--- src/hw/rtl/srcnt_pkg.sv ---
// Shared constants, types and controller/datapath interface for the square-free counter.
// Used by srcnt_ctrl, srcnt_dp, the top level and the checker; depends on nothing.
package srcnt_pkg;

  localparam int VALUE_BITS = 32;
  localparam int ROOT_BITS  = (VALUE_BITS + 1) / 2;
  localparam int MU_DEPTH   = 1 << ROOT_BITS;
  localparam int CNT_BITS   = VALUE_BITS + 1;
  localparam int ACC_BITS   = VALUE_BITS + 3;
  localparam int SQ_BITS    = 2 * ROOT_BITS + 2;
  localparam int STEP_BITS  = $clog2(VALUE_BITS);
  localparam int IN_W       = ((2 * VALUE_BITS + 7) / 8) * 8;
  localparam int OUT_W      = ((CNT_BITS + 7) / 8) * 8;

  // Flag bits of one Moebius table entry
  localparam int MU_ZERO_BIT = 0;
  localparam int MU_NEG_BIT  = 1;
  localparam int MU_COMP_BIT = 2;

  typedef enum logic [1:0] {
    RD_P = 2'd0,
    RD_J = 2'd1,
    RD_D = 2'd2
  } rd_sel_t;

  typedef struct packed {
    logic    wr_clr;
    logic    wr_tog;
    logic    wr_zero;
    logic    j_step_one;
    logic    j_load_p;
    logic    j_load_psq;
    logic    j_step_p;
    logic    j_step_psq;
    logic    p_init;
    logic    p_inc;
    rd_sel_t rd_sel;
    logic    q_load;
    logic    d_inc;
    logic    div_start;
    logic    div_step;
    logic    acc_update;
    logic    out_load;
  } dp_cmd_t;

  typedef struct packed {
    logic j_end;
    logic p_done;
    logic comp;
    logic psq_fits;
    logic q_stop;
    logic mu_zero;
    logic div_last;
    logic out_busy;
  } dp_sts_t;

endpackage

--- src/hw/rtl/srcnt_ctrl.sv ---
// Controller: table clear and Moebius sieve after reset, then the per-query divisor loop.
// Drives srcnt_dp through dp_cmd_t and reads dp_sts_t; depends on srcnt_pkg.
module srcnt_ctrl (
  input  logic               clk,
  input  logic               rst,
  input  logic               s_axis_tvalid,
  output logic               s_axis_tready,
  input  srcnt_pkg::dp_sts_t sts,
  output srcnt_pkg::dp_cmd_t cmd
);

  typedef enum logic [12:0] {
    ST_IDLE     = 13'b0000000000001,
    ST_CLR      = 13'b0000000000010,
    ST_SCAN_RD  = 13'b0000000000100,
    ST_SCAN_CHK = 13'b0000000001000,
    ST_TOG_RD   = 13'b0000000010000,
    ST_TOG_WR   = 13'b0000000100000,
    ST_ZERO_RD  = 13'b0000001000000,
    ST_ZERO_WR  = 13'b0000010000000,
    ST_Q_SQ     = 13'b0000100000000,
    ST_Q_CHK    = 13'b0001000000000,
    ST_Q_DIV    = 13'b0010000000000,
    ST_Q_ACC    = 13'b0100000000000,
    ST_Q_OUT    = 13'b1000000000000
  } state_t;

  state_t state;
  state_t state_next;

  always_ff @(posedge clk) begin
    if (rst) begin
      state <= ST_CLR;
    end else begin
      state <= state_next;
    end
  end

  assign s_axis_tready = (state == ST_IDLE);

  always_comb begin
    state_next = state;
    cmd        = '0;
    cmd.rd_sel = srcnt_pkg::RD_D;
    unique case (state)
      ST_CLR: begin
        if (sts.j_end) begin
          cmd.p_init = 1'b1;
          state_next = ST_SCAN_RD;
        end else begin
          cmd.wr_clr     = 1'b1;
          cmd.j_step_one = 1'b1;
        end
      end
      ST_SCAN_RD: begin
        if (sts.p_done) begin
          state_next = ST_IDLE;
        end else begin
          cmd.rd_sel = srcnt_pkg::RD_P;
          state_next = ST_SCAN_CHK;
        end
      end
      ST_SCAN_CHK: begin
        if (sts.comp) begin
          cmd.p_inc  = 1'b1;
          state_next = ST_SCAN_RD;
        end else begin
          cmd.j_load_p = 1'b1;
          state_next   = ST_TOG_RD;
        end
      end
      ST_TOG_RD: begin
        if (sts.j_end) begin
          if (sts.psq_fits) begin
            cmd.j_load_psq = 1'b1;
            state_next     = ST_ZERO_RD;
          end else begin
            cmd.p_inc  = 1'b1;
            state_next = ST_SCAN_RD;
          end
        end else begin
          cmd.rd_sel = srcnt_pkg::RD_J;
          state_next = ST_TOG_WR;
        end
      end
      ST_TOG_WR: begin
        cmd.wr_tog   = 1'b1;
        cmd.j_step_p = 1'b1;
        state_next   = ST_TOG_RD;
      end
      ST_ZERO_RD: begin
        if (sts.j_end) begin
          cmd.p_inc  = 1'b1;
          state_next = ST_SCAN_RD;
        end else begin
          cmd.rd_sel = srcnt_pkg::RD_J;
          state_next = ST_ZERO_WR;
        end
      end
      ST_ZERO_WR: begin
        cmd.wr_zero    = 1'b1;
        cmd.j_step_psq = 1'b1;
        state_next     = ST_ZERO_RD;
      end
      ST_IDLE: begin
        if (s_axis_tvalid) begin
          cmd.q_load = 1'b1;
          state_next = ST_Q_SQ;
        end
      end
      ST_Q_SQ: begin
        state_next = ST_Q_CHK;
      end
      ST_Q_CHK: begin
        if (sts.q_stop) begin
          state_next = ST_Q_OUT;
        end else if (sts.mu_zero) begin
          cmd.d_inc  = 1'b1;
          state_next = ST_Q_SQ;
        end else begin
          cmd.div_start = 1'b1;
          state_next    = ST_Q_DIV;
        end
      end
      ST_Q_DIV: begin
        cmd.div_step = 1'b1;
        if (sts.div_last) begin
          state_next = ST_Q_ACC;
        end
      end
      ST_Q_ACC: begin
        cmd.acc_update = 1'b1;
        cmd.d_inc      = 1'b1;
        state_next     = ST_Q_SQ;
      end
      ST_Q_OUT: begin
        if (!sts.out_busy) begin
          cmd.out_load = 1'b1;
          state_next   = ST_IDLE;
        end
      end
      default: begin
        state_next = ST_CLR;
      end
    endcase
  end

endmodule

--- config.mk ---
export PLATFORM = sky130hd
export DESIGN_NAME = srcnt_ctrl
export DESIGN_NICKNAME = d
export VERILOG_FILES = /design/src/hw/rtl/srcnt_pkg.sv /design/src/hw/rtl/srcnt_ctrl.sv
export SDC_FILE = /design/constraint.sdc
export NUM_CORES = 1
export LEC_CHECK = 0
export ABC_CLOCK_PERIOD_IN_PS = 2600
export BUFFER_PORTS_ARGS = -buffer_cell sky130_fd_sc_hd__clkbuf_2
export CORE_MARGIN = 2
export CORE_UTILIZATION = 25
export CTS_CLUSTER_SIZE = 12
export DETAILED_ROUTE_END_ITERATION = 6
export GPL_TIMING_DRIVEN = 0
export SLEW_MARGIN = 20
export SYNTH_ARGS = -nofsm -noshare
export SYNTH_HDL_FRONTEND = slang
export SYNTH_SLANG_ARGS = --single-unit
export TNS_END_PERCENT = 20
--- constraint.sdc ---
create_clock -name clk -period 2.6 [get_ports clk]
set_clock_uncertainty 0.2 [all_clocks]
set_input_delay 0.13 -clock clk [delete_from_list [all_inputs] [get_ports clk]]
set_output_delay 0.13 -clock clk [all_outputs]
set_load 0.1 [all_outputs]
==> impl_metrics.tcl, run 1 <==
set metrics [dict create \
    p_int_uw 415 \
    p_per_area_mw_per_mm2 424 \
    period_needed_ps 2540 \
    synth.yosys.seq_area_share_pct 22.1 \
    slew_headroom_pct 58.6 \
    fin_nets 193 \
    setup_slack_ps 63.8 \
    sw_frac_of_total_pct 40.7 \
    grt_pass1_vias 1201 \
    synth_edf_count 0 \
    rsz0062_at_grt "true" \
    synth_top_area_cell "dfxtp_1" \
    largest_reg_flops 13 \
    placed_area_mm2 0.00144 \
    dr.pass1.iters 4 \
    post-place-ws_ps -41.1 \
    max_stage_delay_ps 730 \
    clkPwrFrac_pct 27.1 \
    viasPerCell 5.37 \
    synth_top_area_share_pct 22.1 \
    cts_buffer_depth 2 \
    synth_flop_cell "dfxtp_1" \
    num_rows 24 \
    synth_xor_area_share_pct 3.71 \
    syn_area_per_cell_um2 8.43 \
    ys_warn_count 0 \
    synthMuxAreaShare_pct 0 \
    final_common_cell "clkbuf_2" \
    num_vias 1251 \
    routabilityCongestion 0.869 \
    hold_viol_final 0 \
    postRouteAntennaNets 0 \
    synthToLayoutAreaGrowth_pct 40.1 \
    antenna_found_initial 0 \
    largest_registers "state (13)" \
    hpwl_mm 2.59 \
    wl_mm 3.48 \
    slowest_stage "or4b_2" \
    fin_util_pct 37.2 \
    clk_pin_slew_ps 60 \
    finalCritPeriodShare_pct 97.5 \
    final_cell_area_mm2 0.00165 \
    start_kind "flop" \
    p_switching_uw 285 \
    layout_common_cells "clkbuf_2, dfxtp_1, buf_4" \
    synth_top_family_by_area "simple AND/OR/NAND/NOR gates" \
    cts_max_level 1 \
    antenna_cells 0 \
    max_slew.worst_pin.slew_ps 621 \
    track_usage_pct 14.0 \
    final_max_slew_viol_count 0 \
    cts_made_buffers 3 \
    status "finished, final reports clean" \
    insertion_delay_ps 250 \
    top_register "state" \
    seqPwrFrac_pct 30.7 \
    tritoncts "yes" \
    wire_per_inst_um 15.0 \
    critical_path_class "reg2out" \
    crit_chain "buf_2, or4b_2, nor4_4, nand3b_1, or2b_2, clkbuf_8" \
    cts_root_buf "clkbuf_8" \
    power_leakage_nw 0.724 \
    die_area_mm2 0.00529 \
    cp-end-kind "primary output" \
    drt_iter0_drc 58 \
    grt.overflow.total 0 \
    dieHeight_um 72.7 \
    port_buffers 29 \
    critPathMaxFanout 10 \
    floorplan.initialDensity_pct 26.5 \
    ioPinCount 30 \
    peakVddDrop_mv 0.156 \
    hold_class "in2reg" \
    cp.arrival_ps 2210 \
    core-area_mm2 0.00444 \
    synthesis.area_mm2 0.00118 \
    cts_num_sinks 13 \
    cp.required_ps 2270 \
    synth_compound_gate_area_share_pct 17.4 \
    grt_max_degree 11 \
    die_w_um 72.7 \
    drc 0 \
    setup_tns_ps 0 \
    maxCapViolCount 0 \
    postSynthCellCount 140 \
    p_comb_share_pct 42.2 \
    synthTopCellsByArea "dfxtp_1, nor4_4, nor4_2" \
    grt_pass1_wl_mm 5.75 \
    ys_async_sr_fraction_pct 0 \
    syn-num-nets 151 \
    ys_ff_latch 13 \
    synth_fa_ha_area_share_pct 0 \
    drive_above_1_share_pct 39.8 \
    yosys.area_share.simple_pct 45.1 \
    yosysUniqueCellTypes 45 \
    fmax_mhz 394 \
    setup_violations 0 \
]
stage by stage:
step | hold slack (ps) | total power [mW] | std cells
after floorplan | 6.74 | 0.417 | 140
after global placement | 191 | 0.471 | 221
after detailed placement | 183 | 0.471 | 221
after CTS | 6.21 | 0.684 | 229
after global routing | 14.8 | 0.740 | 233
final | 2.66 | 0.700 | 233
Yosys cell counts, types with 4 or more instances:
library cell / n
buf_2: 6
nor3_1: 7
nor4_1: 4
buf_6: 4
nor3b_1: 4
nor2_1: 10
nand4_1: 8
nor4_2: 5
dfxtp_1: 13
a21oi_1: 5
inv_1: 8
cell type report:
cell class	instances	area [um2]
inverter	8	30.0
timing repair buffer	37	277
sequential	13	260
fill	475	2790
clock buffer	4	45.0
multi-input combinational	103	863
tap	52	65.1
buffer	16	113
cells by family after synthesis:
family                    Yosys count
xor gates and xnor gates            5
buffers and inverters              24
AOI/OAI and AO/OA                  26
DFF                                13
and+or+nand+nor                    72
timing repair:
| item | in CTS | in global routing |
|---|---|---|
| endpoints found under the hold margin | 4 | 0 |
| hold buffers | 4 | 0 |
| pin swaps | 1 | 2 |
| endpoints found under the setup margin | 19 | 18 |
| gates resized for setup | 19 | 16 |
| buffers inserted | 0 | 4 |
power by group through the flow:
stage / clock, mW / sequential [mW] / combinational [mW]
after global placement: 0 / 0.217 / 0.254
after detailed placement: 0 / 0.217 / 0.254
after global routing: 0.209 / 0.216 / 0.315
after CTS: 0.198 / 0.214 / 0.272
after floorplan: 0 / 0.215 / 0.202
final: 0.190 / 0.215 / 0.295
metal layers:
layer	global-route usage, %	share of wire (%)
met1	18.2	43
met2	22.9	50
met3	2.49	6.1
met4	5.56	1.4
met5	0	0
worst paths after layout:
path	startpoint	to	slack (ps)	cells after the start
setup / recovery	state[10]	cmd[4]	60	6
hold / removal	sts[0]	state[12]	3	3
setup reg to reg	state[9]	state[8]	470	5
hold reg to reg	state[8]	state[9]	420	2
worst max-delay path, delay by kind of cell, from the launching register on:
kind / cells / cell delay [ps]
flops: 1 / 290
buf+inv: 2 / 400
simple gates: 4 / 1260
Power figures use the tool's default switching activity.
==> inputs of run 2 (changes only) <==
--- a/config.mk
+++ b/config.mk
@@ -7,7 +7,7 @@
 export LEC_CHECK = 0
 export ABC_CLOCK_PERIOD_IN_PS = 2600
 export BUFFER_PORTS_ARGS = -buffer_cell sky130_fd_sc_hd__clkbuf_2
-export CORE_MARGIN = 2
+export CORE_MARGIN = 5
 export CORE_UTILIZATION = 25
 export CTS_CLUSTER_SIZE = 12
 export DETAILED_ROUTE_END_ITERATION = 6
==> run 2 against run 1 <==
Worst setup slack worse by 23 ps. First-iteration DRC count fell by 12%. Global-route usage fell by 2.2 points. Combinational power decreased by 6.8%. Routed wire length increased by 3.5%. Sequential share of layout area rose by 0.16 points. Total power shrank 2.6%. Critical path type unchanged. Largest power group unchanged.
==> impl_metrics.tcl, run 2 (synthesis gave the netlist of run 1 again) <==
set metrics [dict create \
    hpwl_mm 2.73 \
    final_cell_area_mm2 0.00164 \
    setup_slack_ps 41.2 \
    crit_chain "buf_6, or4_4, buf_6, nor3_1, and3_1, clkbuf_2" \
    largest_registers "state (13)" \
    p_per_area_mw_per_mm2 417 \
    viasPerCell 5.31 \
    final_max_slew_viol_count 0 \
    die_w_um 78.7 \
    fmax_mhz 391 \
    slowest_stage "or4_4" \
    ioPinCount 30 \
    floorplan.initialDensity_pct 25.3 \
    wire_per_inst_um 15.5 \
    maxCapViolCount 0 \
    peakVddDrop_mv 0.203 \
    cp_common_cell "buf_6" \
    track_usage_pct 11.8 \
    placedCellCount 223 \
    r2r_slack_ps 450 \
    grt_pass1_wl_mm 5.97 \
    num_vias 1238 \
    grt_max_degree 11 \
    largest_reg_flops 13 \
    dieHeight_um 78.7 \
    antenna_cells 0 \
    status "finished, final reports clean" \
    cp.required_ps 2270 \
    port_buffers 29 \
    cts_num_sinks 13 \
    power_leakage_nw 0.714 \
    placed_area_mm2 0.00144 \
    top_register "state" \
    core-area_mm2 0.00466 \
    layout_common_cells "clkbuf_2, dfxtp_1, nor2_1, nor4_4" \
    cts_root_buf "clkbuf_8" \
    num_rows 25 \
    cts_max_level 1 \
    nFillCells 492 \
    critical_path_class "reg2out" \
    hold_viol_final 0 \
    wl_mm 3.61 \
    cp-end-kind "primary output" \
    post-place-ws_ps -13.7 \
    rsz0062_at_grt "true" \
    grt_pass1_vias 1245 \
    critPathMaxFanout 10 \
    synthToLayoutAreaGrowth_pct 38.7 \
    postRouteAntennaNets 0 \
    final_common_cell "clkbuf_2" \
    fin_nets 191 \
    antenna_found_initial 0 \
    final_cells 233 \
    cts_buffer_depth 2 \
    hold_class "in2reg" \
    drt_iter0_drc 51 \
    max_stage_delay_ps 480 \
    insertion_delay_ps 250 \
    finalCritPeriodShare_pct 98.4 \
    die_area_mm2 0.00619 \
    cts_made_buffers 3 \
    cp.arrival_ps 2230 \
    drc 0 \
    dr.pass1.iters 4 \
    start_kind "flop" \
    setup_violations 0 \
    drive_above_1_share_pct 39.1 \
    seq_area_um2 260 \
    grt.overflow.total 0 \
    routabilityCongestion 0.881 \
    tritoncts "yes" \
    max_slew.worst_pin.slew_ps 571 \
    period_needed_ps 2560 \
    clk_pin_slew_ps 60 \
    multi_input_area_um2 865 \
    slew_headroom_pct 62.0 \
]
run 2: repair_timing:
| action | 4_1_cts | 5_1_grt |
|---|---|---|
| hold endpoints to repair | 3 | 0 |
| buffers inserted | 0 | 4 |
| hold buffers | 3 | 0 |
| endpoints found under the setup margin | 17 | 17 |
| gates resized for setup | 19 | 8 |
| pin swaps | 1 | 1 |
| gates cloned | 0 | 0 |
run 2: critical path, delay by kind of cell (launching register included):
kind	cells	cell delay [ps]
flip-flops	1	300
AND/OR/NAND/NOR	3	910
buffers and inverters	3	760
run 2: area by class of cell:
| cell class | instances | area share [%] |
|---|---|---|
| flip-flops and latches | 13 | 15.9 |
| multi-input cells | 103 | 52.8 |
| repair buffers | 36 | 16.1 |
| inverters | 8 | 1.83 |
| clock buffers | 4 | 2.75 |
| well taps | 54 | 4.13 |
| plain buffers | 15 | 6.42 |
run 2: final timing paths:
| kind | start | to | cells past startpoint |
|---|---|---|---|
| max reg2reg | state[9] | state[8] | 5 |
| min reg2reg | state[8] | state[9] | 2 |
| min | sts[0] | state[12] | 3 |
| max | state[6] | cmd[1] | 6 |
run 2: power by group:
| part | internal, mW | switching, mW |
|---|---|---|
| Combinational | 0.0829 | 0.192 |
| Clock | 0.109 | 0.0827 |
| Sequential | 0.207 | 0.00869 |
| Total | 0.398 | 0.283 |
run 2: layer usage:
| metal | share of wire (%) | vias up | track usage [%] |
|---|---|---|---|
| met3 | 6.4 | 2 | 3.06 |
| met5 | 0 | - | 0 |
| met1 | 44 | 586 | 15.7 |
| met4 | 0.39 | 0 | 1.57 |
| met2 | 49 | 37 | 19.4 |
| li1 | - | 613 | - |
run 2: stage by stage:
step                hold slack [ps]  total power, mW  utilization, %  TNS [ps]
global placement                176            0.466            31.0         0
detailed placement              184            0.469            31.0     -13.7
finish                         7.72            0.682            35.1         0
floorplan                      6.74            0.417               -     -2760
CTS                            4.92            0.679            34.1         0
global route                   21.3            0.712            35.1      -285
==> inputs of run 3 (changes only) <==
--- a/config.mk
+++ b/config.mk
@@ -5,6 +5,7 @@
 export SDC_FILE = /design/constraint.sdc
 export NUM_CORES = 1
 export LEC_CHECK = 0
+export ABC_AREA = 1
 export ABC_CLOCK_PERIOD_IN_PS = 2600
 export BUFFER_PORTS_ARGS = -buffer_cell sky130_fd_sc_hd__clkbuf_2
 export CORE_MARGIN = 5
@@ -12,6 +13,7 @@
 export CTS_CLUSTER_SIZE = 12
 export DETAILED_ROUTE_END_ITERATION = 6
 export GPL_TIMING_DRIVEN = 0
+export SETUP_SLACK_MARGIN = 0.02
 export SLEW_MARGIN = 20
 export SYNTH_ARGS = -nofsm -noshare
 export SYNTH_HDL_FRONTEND = slang
==> run 3 against run 2 <==
Critical path depth up 2. Synthesized area down 16%. Flip-flop and latch count unchanged. Worst setup slack better by 200 ps. Clock-buffer cell count unchanged. Largest cell class unchanged. Routed wire length down 29%. Critical path type unchanged. Critical endpoint is now cmd[7]. Highest routed layer unchanged.
==> impl_metrics.tcl, run 3 <==
set metrics [dict create \
    cp.required_ps 2270 \
    maxCapViolCount 0 \
    final_max_slew_viol_count 0 \
    insertion_delay_ps 250 \
    fin_nets 203 \
    grt_pass1_wl_mm 4.28 \
    p_int_uw 453 \
    start_kind "flop" \
    cts_setup_buffers 0 \
    yosysUniqueCellTypes 23 \
    seqPwrFrac_pct 24.0 \
    core-area_mm2 0.00391 \
    p_per_area_mw_per_mm2 735 \
    dieHeight_um 73.0 \
    antenna_cells 0 \
    p_switching_uw 499 \
    layout_common_cells "nand2_1, clkbuf_2, nor2_1" \
    synth_common_cells "nand2_1, nor2_1, inv_1" \
    grt.overflow.total 0 \
    power_leakage_nw 0.716 \
    ys_ff_latch 13 \
    die_w_um 73.0 \
    peakVddDrop_mv 0.540 \
    cp-end-kind "primary output" \
    setup_slack_ps 241 \
    floorplan.initialDensity_pct 25.4 \
    ys_warn_count 0 \
    synthTopCellsByArea "dfxtp_1, nand2_1, nor2_1" \
    viasPerCell 4.20 \
    die_area_mm2 0.00533 \
    finalCritPeriodShare_pct 90.7 \
    clkPwrFrac_pct 19.6 \
    top_register "state" \
    synthToLayoutAreaGrowth_pct 30.5 \
    syn_area_per_cell_um2 6.45 \
    status "finished, final reports clean" \
    track_usage_pct 10.4 \
    drive_above_1_share_pct 34.0 \
    slew_headroom_pct 62.1 \
    p_total_uw 953 \
    largest_registers "state (13)" \
    synth_top_area_share_pct 26.2 \
    largest_reg_flops 13 \
    grt_max_degree 11 \
    max_slew.worst_pin.slew_ps 568 \
    cts_made_buffers 3 \
    port_buffers 28 \
    critPathMaxFanout 5 \
    seq_area_um2 260 \
    multi_input_area_um2 607 \
    ioPinCount 30 \
    synthesis.area_um2 993 \
    wire_per_inst_um 10.6 \
    hold_ws_ps 21.1 \
    synth_edf_count 0 \
    cts_root_buf "clkbuf_8" \
    cp.arrival_ps 2030 \
    critical_path_class "reg2out" \
    p_comb_share_pct 56.5 \
    cts_max_level 1 \
    dr.pass1.iters 4 \
    tritoncts "yes" \
    num_vias 1013 \
    nFillCells 440 \
    rsz0062_at_grt "false" \
    fmax_mhz 424 \
    synth.yosys.seq_area_share_pct 26.2 \
    sw_frac_of_total_pct 52.4 \
    clk_pin_slew_ps 60 \
    synth_top_area_cell "dfxtp_1" \
    syn-num-nets 165 \
    postRouteAntennaNets 0 \
    cts_buffer_depth 2 \
    final_common_cell "nand2_1" \
    wl_mm 2.57 \
    ys_async_sr_fraction_pct 0 \
    routabilityCongestion 0.885 \
    hold_class "in2reg" \
    drc 0 \
    setup_violations 0 \
    hpwl_mm 2.08 \
    post-place-ws_ps 504 \
    antenna_found_initial 0 \
    hold_viol_final 0 \
    postSynthCellCount 154 \
    num_rows 23 \
    synth_flop_cell "dfxtp_1" \
    drt_iter0_drc 38 \
    grt_pass1_vias 965 \
    cts_num_sinks 13 \
    synth_most_common_cell "nand2_1" \
    period_needed_ps 2360 \
]
run 3: cell types whose count changed after synthesis, moves of 7 or more:
cell / before / now
inv_1: 8 / 24
nor2_2: 0 / 9
nand4_1: 8 / 1
nand3_1: 2 / 13
nand2_2: 0 / 7
nand2_1: 3 / 29
nor2_1: 10 / 26
run 3: path summary, 6_finish.rpt:
path | start | end | slack [ps] | cells past startpoint
worst max-delay path | state[0] | cmd[7] | 240 | 8
worst min-delay path | sts[5] | state[4] | 20 | 3
worst max register to register | state[4] | state[12] | 650 | 6
worst min register to register | state[1] | state[1] | 340 | 2
run 3: kinds of logic (layout without fill, tap and decap cells):
kind of cell    Yosys count  count (layout)  share of synthesized area, %
buf+inv                  30              67                          13.2
simple gates             99              99                          52.5
flops                    13              13                          26.2
compound gates           12              12                          8.06
run 3: final cells by class:
class / instances / area share [%]
clock buffer: 4 / 3.47
buffer: 5 / 2.90
inverter: 25 / 7.24
timing repair buffer: 33 / 14.7
multi-input combinational: 111 / 46.8
tap: 50 / 4.83
sequential: 13 / 20.1
run 3: power by group through the flow:
stage	clock network, mW	registers [mW]	logic (mW)
after global placement	0	0.232	0.535
after CTS	0.191	0.228	0.543
final	0.186	0.228	0.538
after global routing	0.206	0.230	0.581
after detailed placement	0	0.232	0.538
after floorplan	0	0.230	0.450
run 3: layer usage:
metal / track usage (%) / part of all wire [%] / up-vias
met1: 13.2 / 49 / 436
met4: 5.12 / 1.9 / 0
li1: - / - / 549
met3: 2.34 / 5.7 / 5
met2: 16.4 / 43 / 23
met5: 0 / 0 / -
run 3: what timing repair did:
action	CTS	global route
endpoints found under the hold margin	4	0
gates resized for setup	0	0
hold buffers	5	0
run 3: critical path: stages (launching register included):
cell      delay, ps
dfxtp_1         330
nor2_2          160
nand2_2         150
nor2_1          210
nand2_1         150
nand2_1         130
nand2_1          50
o211ai_1        100
clkbuf_2        490
run 3: metrics by stage:
stage / area (um2) / TNS, ps / cells / util, %
3_3_place_gp: 1200 / 0 / 232 / 30.7
3_5_place_dp: 1200 / 0 / 232 / 30.7
5_1_grt: 1300 / 0 / 241 / 33.1
2_1_floorplan: 998 / -2370 / 154 / -
4_1_cts: 1300 / 0 / 241 / 33.1
6_report: 1300 / 0 / 241 / 33.1
